$ cat config.mk
export PLATFORM = sky130hd
export DESIGN_NAME = substring_search_first_match_flat
export DESIGN_NICKNAME = d
export VERILOG_FILES = /design/src/design/ssfm_pkg.sv /design/src/design/ssfm_text_if.sv /design/src/design/ssfm_cell.sv /design/src/design/substring_search_first_match.sv /design/src/flat_wrapper.sv
export SDC_FILE = /design/constraint.sdc
export NUM_CORES = 1
export LEC_CHECK = 0
export ABC_CLOCK_PERIOD_IN_PS = 9300
export BUFFER_PORTS_ARGS = -buffer_cell sky130_fd_sc_hd__clkbuf_2
export CAP_MARGIN = 20
export CORE_ASPECT_RATIO = 2
export CORE_UTILIZATION = 63
export DETAILED_ROUTE_END_ITERATION = 16
export PLACE_DENSITY_LB_ADDON = 0.3
export SLEW_MARGIN = 20
export SYNTH_ARGS = -nofsm -noshare
export SYNTH_HDL_FRONTEND = slang
export SYNTH_SLANG_ARGS = --single-unit
$ cat constraint.sdc
create_clock -name clk_i -period 9.3 [get_ports clk_i]
set_input_delay 0.93 -clock clk_i [delete_from_list [all_inputs] [get_ports clk_i]]
set_output_delay 0.93 -clock clk_i [all_outputs]
set_load 0.02 [all_outputs]
$ cat src/design/ssfm_pkg.sv
// shared types and constants for the first-match substring search
package ssfm_pkg;

  localparam int unsigned BYTE_W    = 8;
  localparam int unsigned LEN_W     = 5;
  localparam int unsigned PAT_W     = 64;
  localparam int unsigned OUT_POS_W = 16;
  localparam int unsigned CFG_IDX_W = 2;

  localparam logic [CFG_IDX_W-1:0] CFG_PATTERN_LENGTH = 2'd0;
  localparam logic [CFG_IDX_W-1:0] CFG_PATTERN_LOW    = 2'd1;
  localparam logic [CFG_IDX_W-1:0] CFG_PATTERN_HIGH   = 2'd2;

  localparam logic [OUT_POS_W-1:0] OUT_POS_MAX = '1;

  typedef struct packed {
    logic shift;
    logic active;
  } cell_ctl_t;

endpackage

$ cat src/design/ssfm_text_if.sv
// text input channel and result output channel
interface ssfm_text_if;
  logic                         valid;
  logic                         ready;
  logic [ssfm_pkg::BYTE_W-1:0]  text_byte;
  logic                         end_of_text;

  modport source (output valid, output text_byte, output end_of_text, input ready);
  modport sink   (input valid, input text_byte, input end_of_text, output ready);
endinterface

interface ssfm_result_if;
  logic                            valid;
  logic                            ready;
  logic                            found;
  logic [ssfm_pkg::OUT_POS_W-1:0]  match_position;

  modport source (output valid, output found, output match_position, input ready);
  modport sink   (input valid, input found, input match_position, output ready);
endinterface

$ cat src/design/ssfm_cell.sv
// one window cell: holds a text byte, passes it on, compares the incoming byte
module ssfm_cell (
  input  logic                         clk_i,
  input  ssfm_pkg::cell_ctl_t          ctl_i,
  input  logic [ssfm_pkg::BYTE_W-1:0]  data_i,
  input  logic [ssfm_pkg::BYTE_W-1:0]  pattern_i,
  output logic [ssfm_pkg::BYTE_W-1:0]  data_o,
  output logic                         match_o
);

  logic [ssfm_pkg::BYTE_W-1:0] data_q;

  always_ff @(posedge clk_i) begin
    if (ctl_i.shift) begin
      data_q <= data_i;
    end
  end

  assign data_o  = data_q;
  assign match_o = !ctl_i.active || (data_i == pattern_i);

endmodule

$ cat src/design/substring_search_first_match.sv
// top level: sliding window of compare cells, position tracking and result register
//
//   channel   dir  fields                        accepted when
//   text_i    in   text_byte[7:0], end_of_text   valid & ready
//   result_o  out  found, match_position[15:0]   valid & ready
//   cfg       in   cfg_index_i, cfg_data_i       cfg_we_i
//
// one word per cycle unless stalled; the result is valid the cycle after its word
// the window compare is one level of byte compares across the cell row, then an and
// reset clears window fill, position, done flag and sets pattern length to one
// text_i stalls only while a result waits and result_o is not ready
// the end of text word returns the search state to its reset value
module substring_search_first_match #(
  parameter int unsigned PATTERN_MAX   = 16,
  parameter int unsigned POSITION_BITS = 16
) (
  input  logic                            clk_i,
  input  logic                            rst_ni,
  ssfm_text_if.sink                       text_i,
  ssfm_result_if.source                   result_o,
  input  logic                            cfg_we_i,
  input  logic [ssfm_pkg::CFG_IDX_W-1:0]  cfg_index_i,
  input  logic [ssfm_pkg::PAT_W-1:0]      cfg_data_i
);

  localparam int unsigned FILL_W = $clog2(PATTERN_MAX + 1);
  localparam int unsigned EXT_W  = (POSITION_BITS > ssfm_pkg::OUT_POS_W) ?
                                   POSITION_BITS : ssfm_pkg::OUT_POS_W;

  logic [ssfm_pkg::LEN_W-1:0]  pattern_length_q;
  logic [ssfm_pkg::PAT_W-1:0]  pattern_low_q;
  logic [ssfm_pkg::PAT_W-1:0]  pattern_high_q;

  logic [FILL_W-1:0]           fill_q, fill_d;
  logic [POSITION_BITS-1:0]    pos_q, pos_d;
  logic                        done_q, done_d;

  logic                        out_valid_q, out_valid_d;
  logic                        out_found_q;
  logic [ssfm_pkg::OUT_POS_W-1:0] out_pos_q;

  logic [ssfm_pkg::LEN_W-1:0]  len;
  logic [2*ssfm_pkg::PAT_W-1:0] pat_flat;
  logic                        fire, shift, saturated, fill_ok, hit, produce;
  logic [FILL_W-1:0]           fill_next;
  logic [POSITION_BITS-1:0]    pos_next, start;
  logic [EXT_W-1:0]            start_ext;
  logic [ssfm_pkg::OUT_POS_W-1:0] start_out;

  logic [ssfm_pkg::BYTE_W-1:0] cell_data [PATTERN_MAX];
  logic [PATTERN_MAX-1:0]      cell_match;

  // configuration
  always_ff @(posedge clk_i or negedge rst_ni) begin
    if (!rst_ni) begin
      pattern_length_q <= ssfm_pkg::LEN_W'(1);
      pattern_low_q    <= '0;
      pattern_high_q   <= '0;
    end else if (cfg_we_i) begin
      case (cfg_index_i)
        ssfm_pkg::CFG_PATTERN_LENGTH: pattern_length_q <= cfg_data_i[ssfm_pkg::LEN_W-1:0];
        ssfm_pkg::CFG_PATTERN_LOW:    pattern_low_q    <= cfg_data_i;
        ssfm_pkg::CFG_PATTERN_HIGH:   pattern_high_q   <= cfg_data_i;
        default: ;
      endcase
    end
  end

  always_comb begin
    if (pattern_length_q == '0) begin
      len = ssfm_pkg::LEN_W'(1);
    end else if (pattern_length_q > ssfm_pkg::LEN_W'(PATTERN_MAX)) begin
      len = ssfm_pkg::LEN_W'(PATTERN_MAX);
    end else begin
      len = pattern_length_q;
    end
  end

  assign pat_flat = {pattern_high_q, pattern_low_q};

  assign fire  = text_i.valid && text_i.ready;
  assign shift = fire && !done_q;

  // cell row
  for (genvar i = 0; i < PATTERN_MAX; i++) begin : g_cell
    logic [ssfm_pkg::LEN_W-1:0]  pidx;
    logic [ssfm_pkg::BYTE_W-1:0] pbyte;
    logic [ssfm_pkg::BYTE_W-1:0] din;
    ssfm_pkg::cell_ctl_t         ctl;

    assign pidx  = len - ssfm_pkg::LEN_W'(1) - ssfm_pkg::LEN_W'(i);
    assign pbyte = pat_flat[pidx[3:0]*ssfm_pkg::BYTE_W +: ssfm_pkg::BYTE_W];
    assign ctl.shift  = shift;
    assign ctl.active = ssfm_pkg::LEN_W'(i) < len;

    if (i == 0) begin : g_head
      assign din = text_i.text_byte;
    end else begin : g_body
      assign din = cell_data[i-1];
    end

    ssfm_cell u_cell (
      .clk_i     (clk_i),
      .ctl_i     (ctl),
      .data_i    (din),
      .pattern_i (pbyte),
      .data_o    (cell_data[i]),
      .match_o   (cell_match[i])
    );
  end

  // window fill and position
  assign fill_next = (fill_q == FILL_W'(PATTERN_MAX)) ? fill_q : fill_q + FILL_W'(1);
  assign fill_ok   = ssfm_pkg::LEN_W'(fill_next) >= len;
  assign saturated = (pos_q == '1);
  assign pos_next  = saturated ? pos_q : pos_q + POSITION_BITS'(1);
  assign start     = pos_next - POSITION_BITS'(len);
  assign start_ext = EXT_W'(start);
  assign start_out = (saturated || start_ext > EXT_W'(ssfm_pkg::OUT_POS_MAX)) ?
                     ssfm_pkg::OUT_POS_MAX : start_ext[ssfm_pkg::OUT_POS_W-1:0];

  assign hit     = fill_ok && (&cell_match);
  assign produce = shift && (hit || text_i.end_of_text);

  always_comb begin
    fill_d = fill_q;
    pos_d  = pos_q;
    done_d = done_q;
    if (fire && text_i.end_of_text) begin
      fill_d = '0;
      pos_d  = '0;
      done_d = 1'b0;
    end else if (shift) begin
      fill_d = fill_next;
      pos_d  = pos_next;
      done_d = hit;
    end
  end

  always_ff @(posedge clk_i or negedge rst_ni) begin
    if (!rst_ni) begin
      fill_q <= '0;
      pos_q  <= '0;
      done_q <= 1'b0;
    end else begin
      fill_q <= fill_d;
      pos_q  <= pos_d;
      done_q <= done_d;
    end
  end

  // result register
  assign text_i.ready = !out_valid_q || result_o.ready;

  always_comb begin
    out_valid_d = out_valid_q;
    if (produce) begin
      out_valid_d = 1'b1;
    end else if (result_o.ready) begin
      out_valid_d = 1'b0;
    end
  end

  always_ff @(posedge clk_i or negedge rst_ni) begin
    if (!rst_ni) begin
      out_valid_q <= 1'b0;
    end else begin
      out_valid_q <= out_valid_d;
    end
  end

  always_ff @(posedge clk_i) begin
    if (produce) begin
      out_found_q <= hit;
      out_pos_q   <= hit ? start_out : '0;
    end
  end

  assign result_o.valid          = out_valid_q;
  assign result_o.found          = out_found_q;
  assign result_o.match_position = out_pos_q;

endmodule

$ cat src/flat_wrapper.sv
// flat-port wrapper written by rule: the top's interface ports become plain ports
module substring_search_first_match_flat 
#(
  parameter int unsigned PATTERN_MAX   = 16,
  parameter int unsigned POSITION_BITS = 16
)
  (clk_i, rst_ni, cfg_we_i, cfg_index_i, cfg_data_i, text_i_valid, text_i_text_byte, text_i_end_of_text, text_i_ready, result_o_valid, result_o_found, result_o_match_position, result_o_ready);
  ssfm_text_if text_i_i ();
  ssfm_result_if result_o_i ();
  input  logic clk_i;
  input  logic rst_ni;
  input  logic cfg_we_i;
  input  logic [ssfm_pkg::CFG_IDX_W-1:0] cfg_index_i;
  input  logic [ssfm_pkg::PAT_W-1:0] cfg_data_i;
  input wire logic [$bits(text_i_i.valid)-1:0] text_i_valid;
  input wire logic [$bits(text_i_i.text_byte)-1:0] text_i_text_byte;
  input wire logic [$bits(text_i_i.end_of_text)-1:0] text_i_end_of_text;
  output wire logic [$bits(text_i_i.ready)-1:0] text_i_ready;
  output wire logic [$bits(result_o_i.valid)-1:0] result_o_valid;
  output wire logic [$bits(result_o_i.found)-1:0] result_o_found;
  output wire logic [$bits(result_o_i.match_position)-1:0] result_o_match_position;
  input wire logic [$bits(result_o_i.ready)-1:0] result_o_ready;
  assign text_i_i.valid = text_i_valid;
  assign text_i_i.text_byte = text_i_text_byte;
  assign text_i_i.end_of_text = text_i_end_of_text;
  assign text_i_ready = text_i_i.ready;
  assign result_o_valid = result_o_i.valid;
  assign result_o_found = result_o_i.found;
  assign result_o_match_position = result_o_i.match_position;
  assign result_o_i.ready = result_o_ready;
  substring_search_first_match #(.PATTERN_MAX(PATTERN_MAX), .POSITION_BITS(POSITION_BITS)) u_core (.clk_i(clk_i), .rst_ni(rst_ni), .text_i(text_i_i), .result_o(result_o_i), .cfg_we_i(cfg_we_i), .cfg_index_i(cfg_index_i), .cfg_data_i(cfg_data_i));
endmodule
### Yosys cells after proc, flatten, opt, wreduce, memory -nomap -nowiden

Index checks and enable logic that the tools add are counted.

* logic and storage cells: 161
* output and inout bits: 19
* flip-flop bits (word level): 293

* shifts and indexed selects: 16
* add/sub/neg operators: 19
* mux-type cells: 13
* eq/ne operators: 20
* reduce and logical (&&, ||, !) cells: 50
* magnitude comparators: 19

Operators by type and width (count)
* $shiftx A128 B8 Y8: 16
* $eq A8 B8 Y1: 16
* $mux W16: 4
* $lt A4 B5 Y1 const A: 8
* $sub A4 B4 Y4 const B: 8
* $mux W5: 5
* $lt A3 B5 Y1 const A: 4
* $logic_or A1 B1 Y1: 19
* $logic_not A1 Y1: 18
* $add A16 B1 Y16 const B: 1
* $eq A16 B16 Y1 const B: 1
* $gt A16 B16 Y1 const B: 1
* $reduce_and A16 Y1: 1
* $sub A16 B5 Y16: 1
* $sub A4 B3 Y4 const B: 4
* $lt A1 B5 Y1 const A: 2
* $lt A2 B5 Y1 const A: 2
* $sub A4 B1 Y4 const B: 2
* $sub A4 B2 Y4 const B: 2
* $reduce_and A2 Y1: 3
* $add A5 B1 Y5 const B: 1
* $eq A5 B5 Y1 const B: 1
* $ge A5 B5 Y1: 1
* $gt A5 B5 Y1 const B: 1
* other kinds (7): 15

### Depth between registers and ports, before layout

* depth in word-level cells: 13
* gate-level depth with buffers: 26
* gate-level depth less buffers: 17

### Cells and area by module

Synthesis repeated with hierarchy kept, for this count alone.

* cells, all modules: 1477
* area total of the unflattened synthesis: 18479.0 um^2

By module, submodules not included
* substring_search_first_match: cells each 1173, seq. area each 4415.5 um^2, area an instance 13233.9 um^2, times used 1
* ssfm_cell: cells each 19, seq. area each 240.2 um^2, area an instance 327.8 um^2, times used 16

### Least setup slack after synthesis

Ideal clock, no wire load.

* path type: input to register
* from: input result_o_ready
* to: register u_core.g_cell[0].u_cell.data_q, in the netlist u_core.g_cell[0].u_cell.data_o[0], enable pin
* arrival: 6348 ps
* slack: 2351 ps
* cell stages on the path: 3
* required time: 8699 ps
* cells stage by stage: nand2b_1 -> nand2_1 -> nor2_1

* word-level cells in the longest chain between the ends: 3

RTL lines
* start: declaration: RTL line flat_wrapper.sv:22 `input wire logic [$bits(result_o_i.ready)-1:0] result_o_ready;`
* $logic_or A1 B1 Y1: RTL line substring_search_first_match.sv:153 `assign text_i.ready = !out_valid_q || result_o.ready;`
* $logic_and A1 B1 Y1: RTL line substring_search_first_match.sv:81 `assign fire = text_i.valid && text_i.ready;`
* $logic_and A1 B1 Y1: RTL line substring_search_first_match.sv:82 `assign shift = fire && !done_q;`
* via u_core.shift: RTL line substring_search_first_match.sv:44 `logic fire, shift, saturated, fill_ok, hit, produce;`
* end signal: assignment: RTL line ssfm_cell.sv:15 `data_q <= data_i;`
* end: declaration: RTL line ssfm_cell.sv:11 `logic [ssfm_pkg::BYTE_W-1:0] data_q;`

The timed path passes the listed nets, and every way through them passes these cells.
A chain may end at the register's enable or synchronous reset.

### Worst setup path in the final report

* from: register u_core.pattern_length_q[3] in the netlist's numbering
* to: register u_core.out_pos_q, in the netlist u_core.result_o.match_position[0], data pin

* word-level cells in the longest chain between the ends: 10
* elaborated cells between the ends (all ways): 107
* those cells by class: add/sub: 17; order compare: 19; eq/ne: 16; shift: 16; mux: 3; reduce/logical: 36

RTL lines
* start: declaration: RTL line substring_search_first_match.sv:30 `logic [ssfm_pkg::LEN_W-1:0] pattern_length_q;`
* start signal: assignment: RTL line substring_search_first_match.sv:56 `pattern_length_q <= ssfm_pkg::LEN_W'(1);`
* start signal: assignment: RTL line substring_search_first_match.sv:61 `ssfm_pkg::CFG_PATTERN_LENGTH: pattern_length_q <= cfg_data_i[ssfm_pkg::LEN_W-1:0];`
* $gt A5 B5 Y1: RTL line substring_search_first_match.sv:72 `end else if (pattern_length_q > ssfm_pkg::LEN_W'(PATTERN_MAX)) begin`
* $mux W5: RTL line substring_search_first_match.sv:72
* $mux W5 *: RTL line substring_search_first_match.sv:70 `if (pattern_length_q == '0) begin`
* $sub A4 B1 Y4: RTL line substring_search_first_match.sv:91 `assign pidx = len - ssfm_pkg::LEN_W'(1) - ssfm_pkg::LEN_W'(i);`
* $sub A4 B4 Y4, or another cell as far along: RTL line substring_search_first_match.sv:91
* $shiftx A128 B8 Y8: RTL line substring_search_first_match.sv:92 `assign pbyte = pat_flat[pidx[3:0]*ssfm_pkg::BYTE_W +: ssfm_pkg::BYTE_W];`
* $eq A8 B8 Y1: RTL line ssfm_cell.sv:20 `assign match_o = !ctl_i.active || (data_i == pattern_i);`
* $logic_or A1 B1 Y1: RTL line ssfm_cell.sv:20
* $reduce_and A16 Y1: RTL line substring_search_first_match.sv:122 `assign hit = fill_ok && (&cell_match);`
* $logic_and A1 B1 Y1: RTL line substring_search_first_match.sv:122
* end signal: assignment: RTL line substring_search_first_match.sv:175 `out_pos_q <= hit ? start_out : '0;`
* end: declaration: RTL line substring_search_first_match.sv:40 `logic [ssfm_pkg::OUT_POS_W-1:0] out_pos_q;`

Mark *: on every way between the ends. The rest lies on a longest branch, timed or not.

==> results.yml <==
yosys:
  synthesis.area_um2: 20500
  synth_area_leaders: "edfxtp_1 20%, dfrtp_1 19%, mux4_2 16%, mux2_2 8.0%, xor2_1 3.7%"
  synthArstFlopShare: 0.532
  yosysUniqueCellTypes: 76
  synth_top_area_frac: 0.201
  yosysSeqAreaShare: 0.391
  ys.flop_type: "dfrtp_1"
  syn_avg_cell_area_um2: 11.7
  ys_warn_count: 0
  synth_area_leader_cell: "edfxtp_1"
  syn-instance-count: 1746
  synth_edf_count: 137
  yosys_register_bits: 293
  syn_nets: 1850
setup_path:
  reg2regPathDepth: 16
  crit_slowest_cell: "clkinv_1"
  max_stage_delay_ps: 790
  arrival_ps: 7680
  r2r_end: "u_core.result_o.match_position[0]"
  endpoint_kind: "register"
  r2r_setup_slack_ps: 2070
  r2r-start: "u_core.pattern_length_q[3]"
  cp-start-kind: "register"
  endpoint: "u_core.result_o.match_position[0]"
  crit_type: "register to register"
  cp_max_fo: 30
  worstPathCellList: "or4_4 -> nand2_8 -> inv_4 -> ha_2 -> clkinv_1 -> ha_1 -> a211o_1 -> o21a_1 -> a2111oi_0 -> nor3_1 -> nor4b_1 -> nand4_1 -> a22oi_1 -> and4_1 -> and4_1 -> a21boi_1"
  cp_common_cell: "and4_1"
  required_ps: 9740
  crit_start: "u_core.pattern_length_q[3]"
power_and_ir_drop:
  switching_share: 0.460
  seq_power_share: 0.247
  peakVddDrop_v: 0.000207
  totalPowerFinal_w: 0.00726
  clkPwrFrac: 0.165
  p_leak_nw: 8.63
  cellPowerDensity_nw_per_um2: 325
  intPower_w: 0.00392
  p_switching_w: 0.00334
  comb_power_share: 0.588
clocking:
  ctsHoldBuffers: 0
  clock_latency_ps: 600
  clkSinkCount: 293
  cts_inserted_buffers: 27
  cts_resized: 0
  cts_max_level: 1
  cts_root_buf: "clkbuf_16"
  cts_buffer_depth: 3
  tritoncts: "built"
  post_cts_buffers: 0
  clk_pin_slew_worst_paths_ps: 70
drt:
  vias: 17300
  avgRoutedWirePerCell_um: 33.6
  drt_iter0_markers: 2362
  dr.pass1.iters: 12
  wirelength_um: 75200
  postRouteAntennaNets: 0
  via_per_inst: 7.73
  drc: 2
sta:
  max_slew_margin: 0.211
  timing.hold.ws_ps: 404
  max_freq_mhz: 138
  tns_ps: 0
  finalSetupViolations: 0
  period_share: 0.778
  clock-skew-final_ps: 16.3
  period_needed_ps: 7230
  slew_violations: 0
  rsz0062_at_grt: "false"
  tightestPinTransition_ps: 1180
  hold_violations: 0
layout:
  postLayoutCoreUtil: 0.695
  multiInputGateArea_um2: 11900
  fillers: 2386
  nets: 1890
  final-seq-area_um2: 8020
  drive_above_1_share: 0.280
  final_area_um2: 22300
  syn_to_final_growth_pct: 8.79
grt:
  gr-total-overflow: 0
  grt_pass1_vias: 17000
  grt_pass1_wl_um: 110000
  grt_max_degree: 86
  grt_antenna_before_repair: 6
  grt_util_all_layers: 0.469
outcome:
  violations: "design-rule violations"
  status: "complete, but fails checks"
flow_run:
  cap_violations: 0
die:
  core_area_um2: 32100
  ios: 99
  die_w_um: 130
  dieArea_um2: 33300
  start_util: 0.638
  fp.dieH_um: 257
  core.rowCount: 93
place:
  gp_congestion: 1.12
  place_hpwl_um: 55000
  port-buffer-count: 98
  dpl_cell_area_um2: 21300
worst_hold_path:
  hp-class: "input port to async pin"
-- per-stage QoR --
| step | setup slack [ps] | std cells |
|---|---|---|
| 2_1_floorplan | 2350 | 1746 |
| 3_3_place_gp | 2310 | 2182 |
| 3_5_place_dp | 2330 | 2182 |
| 4_1_cts | 2290 | 2231 |
| 5_1_grt | 1800 | 2235 |
| 6_report | 2070 | 2235 |
-- cell usage in the layout (no fill, tap or decap), types with 22 or more instances in the layout --
cell type,Yosys,routed
buf_4,4,38
a211oi_1,30,29
a22o_1,28,28
mux4_2,143,143
a21oi_1,45,45
inv_1,22,22
dfrtp_1,155,155
nor3_1,53,50
nor4_1,28,24
nor2_1,73,70
xnor2_1,37,36
edfxtp_1,137,137
a22oi_1,55,55
nand2b_1,41,40
clkbuf_16,0,27
o22ai_1,28,28
nand2_1,99,99
and3_1,24,24
o21ai_0,51,48
mux2_2,146,146
xor2_1,87,87
clkbuf_2,0,97
mux2i_1,64,64
-- cells by family after synthesis --
family	synth area share
AND/OR/NAND/NOR	0.110
flip-flops	0.391
adder cells (fa/ha/maj)	0.0150
XOR/XNOR	0.0545
buffers and inverters	0.0315
multiplexers	0.268
AO/OA/AOI/OAI	0.129
-- sequential cells by signal, indices dropped and copies added, names as in the netlist --
name,count
u_core.done_q,1
u_core.fill_q,5
u_core.g_cell.u_cell.data_o,120
u_core.pattern_high_q,64
u_core.pattern_length_q,5
u_core.pattern_low_q,64
u_core.pos_q,16
u_core.result_o.found,1
u_core.result_o.match_position,16
u_core.result_o.valid,1
-- how the worst min path moves through the flow --
stage,startpoint,to
after floorplan,u_core.g_cell[1].u_cell.data_o[1],u_core.g_cell[2].u_cell.data_o[1]
after global placement,u_core.g_cell[1].u_cell.data_o[5],u_core.g_cell[2].u_cell.data_o[5]
after detailed placement,u_core.g_cell[1].u_cell.data_o[5],u_core.g_cell[2].u_cell.data_o[5]
after CTS,rst_ni,u_core.pos_q[2]
after global routing,rst_ni,u_core.fill_q[1]
final,rst_ni,u_core.fill_q[1]
-- routing by layer --
layer,global-route usage,vias up,part of all wire
li1,-,6970,-
met1,0.511,8441,0.31
met2,0.714,1388,0.46
met3,0.162,469,0.12
met4,0.415,6,0.12
met5,0.0186,-,0.00064
-- worst max-delay path, delay by kind of cell (launching register included) --
kind | cells | cell delay (ps)
buf+inv | 2 | 840
compound gates | 5 | 1850
fa+ha+maj | 2 | 1010
simple gates | 7 | 2790
flops | 1 | 570
-- power groups by stage --
stage	Sequential (W)	Combinational, W	Clock [W]
detailed placement	0.00179	0.00396	0
global placement	0.00178	0.00388	0
floorplan	0.00168	0.00282	0
CTS	0.00177	0.00397	0.00120
global route	0.00180	0.00438	0.00125
finish	0.00179	0.00426	0.00120
-- area by class of cell --
cell class,instances,area share
clock inverters,16,0.00897
inverters,27,0.00466
flip-flops and latches,293,0.360
multi-input cells,1300,0.535
repair buffers,137,0.0354
diodes,2,0.000224
clock buffers,33,0.0326
well taps,427,0.0239
-- synth_stat cells, types with 5 or more instances --
library cell  count
mux2_2          146
a22oi_1          55
edfxtp_1        137
or2_2             6
xor2_1           87
mux4_2          143
ha_1             23
nor3_1           53
a221oi_1         16
a21o_1            5
mux2i_1          64
nor4_1           28
a2111oi_0        13
a21oi_1          45
buf_1            14
buf_2            20
nor2_1           73
nand2_1          99
dfrtp_1         155
a31oi_1          10
a32oi_1           5
inv_1            22
or3_1            12
o21ai_0          51
nor4b_1           8
a211oi_1         30
nand2b_1         41
o221ai_1          6
a211o_1          12
and3_1           24
xnor2_1          37
o21a_1           16
clkbuf_1         84
and2_1           16
nand4_1          13
nand3_1          21
nor2b_1          20
o22ai_1          28
a22o_1           28
Power figures use the tool's default switching activity.
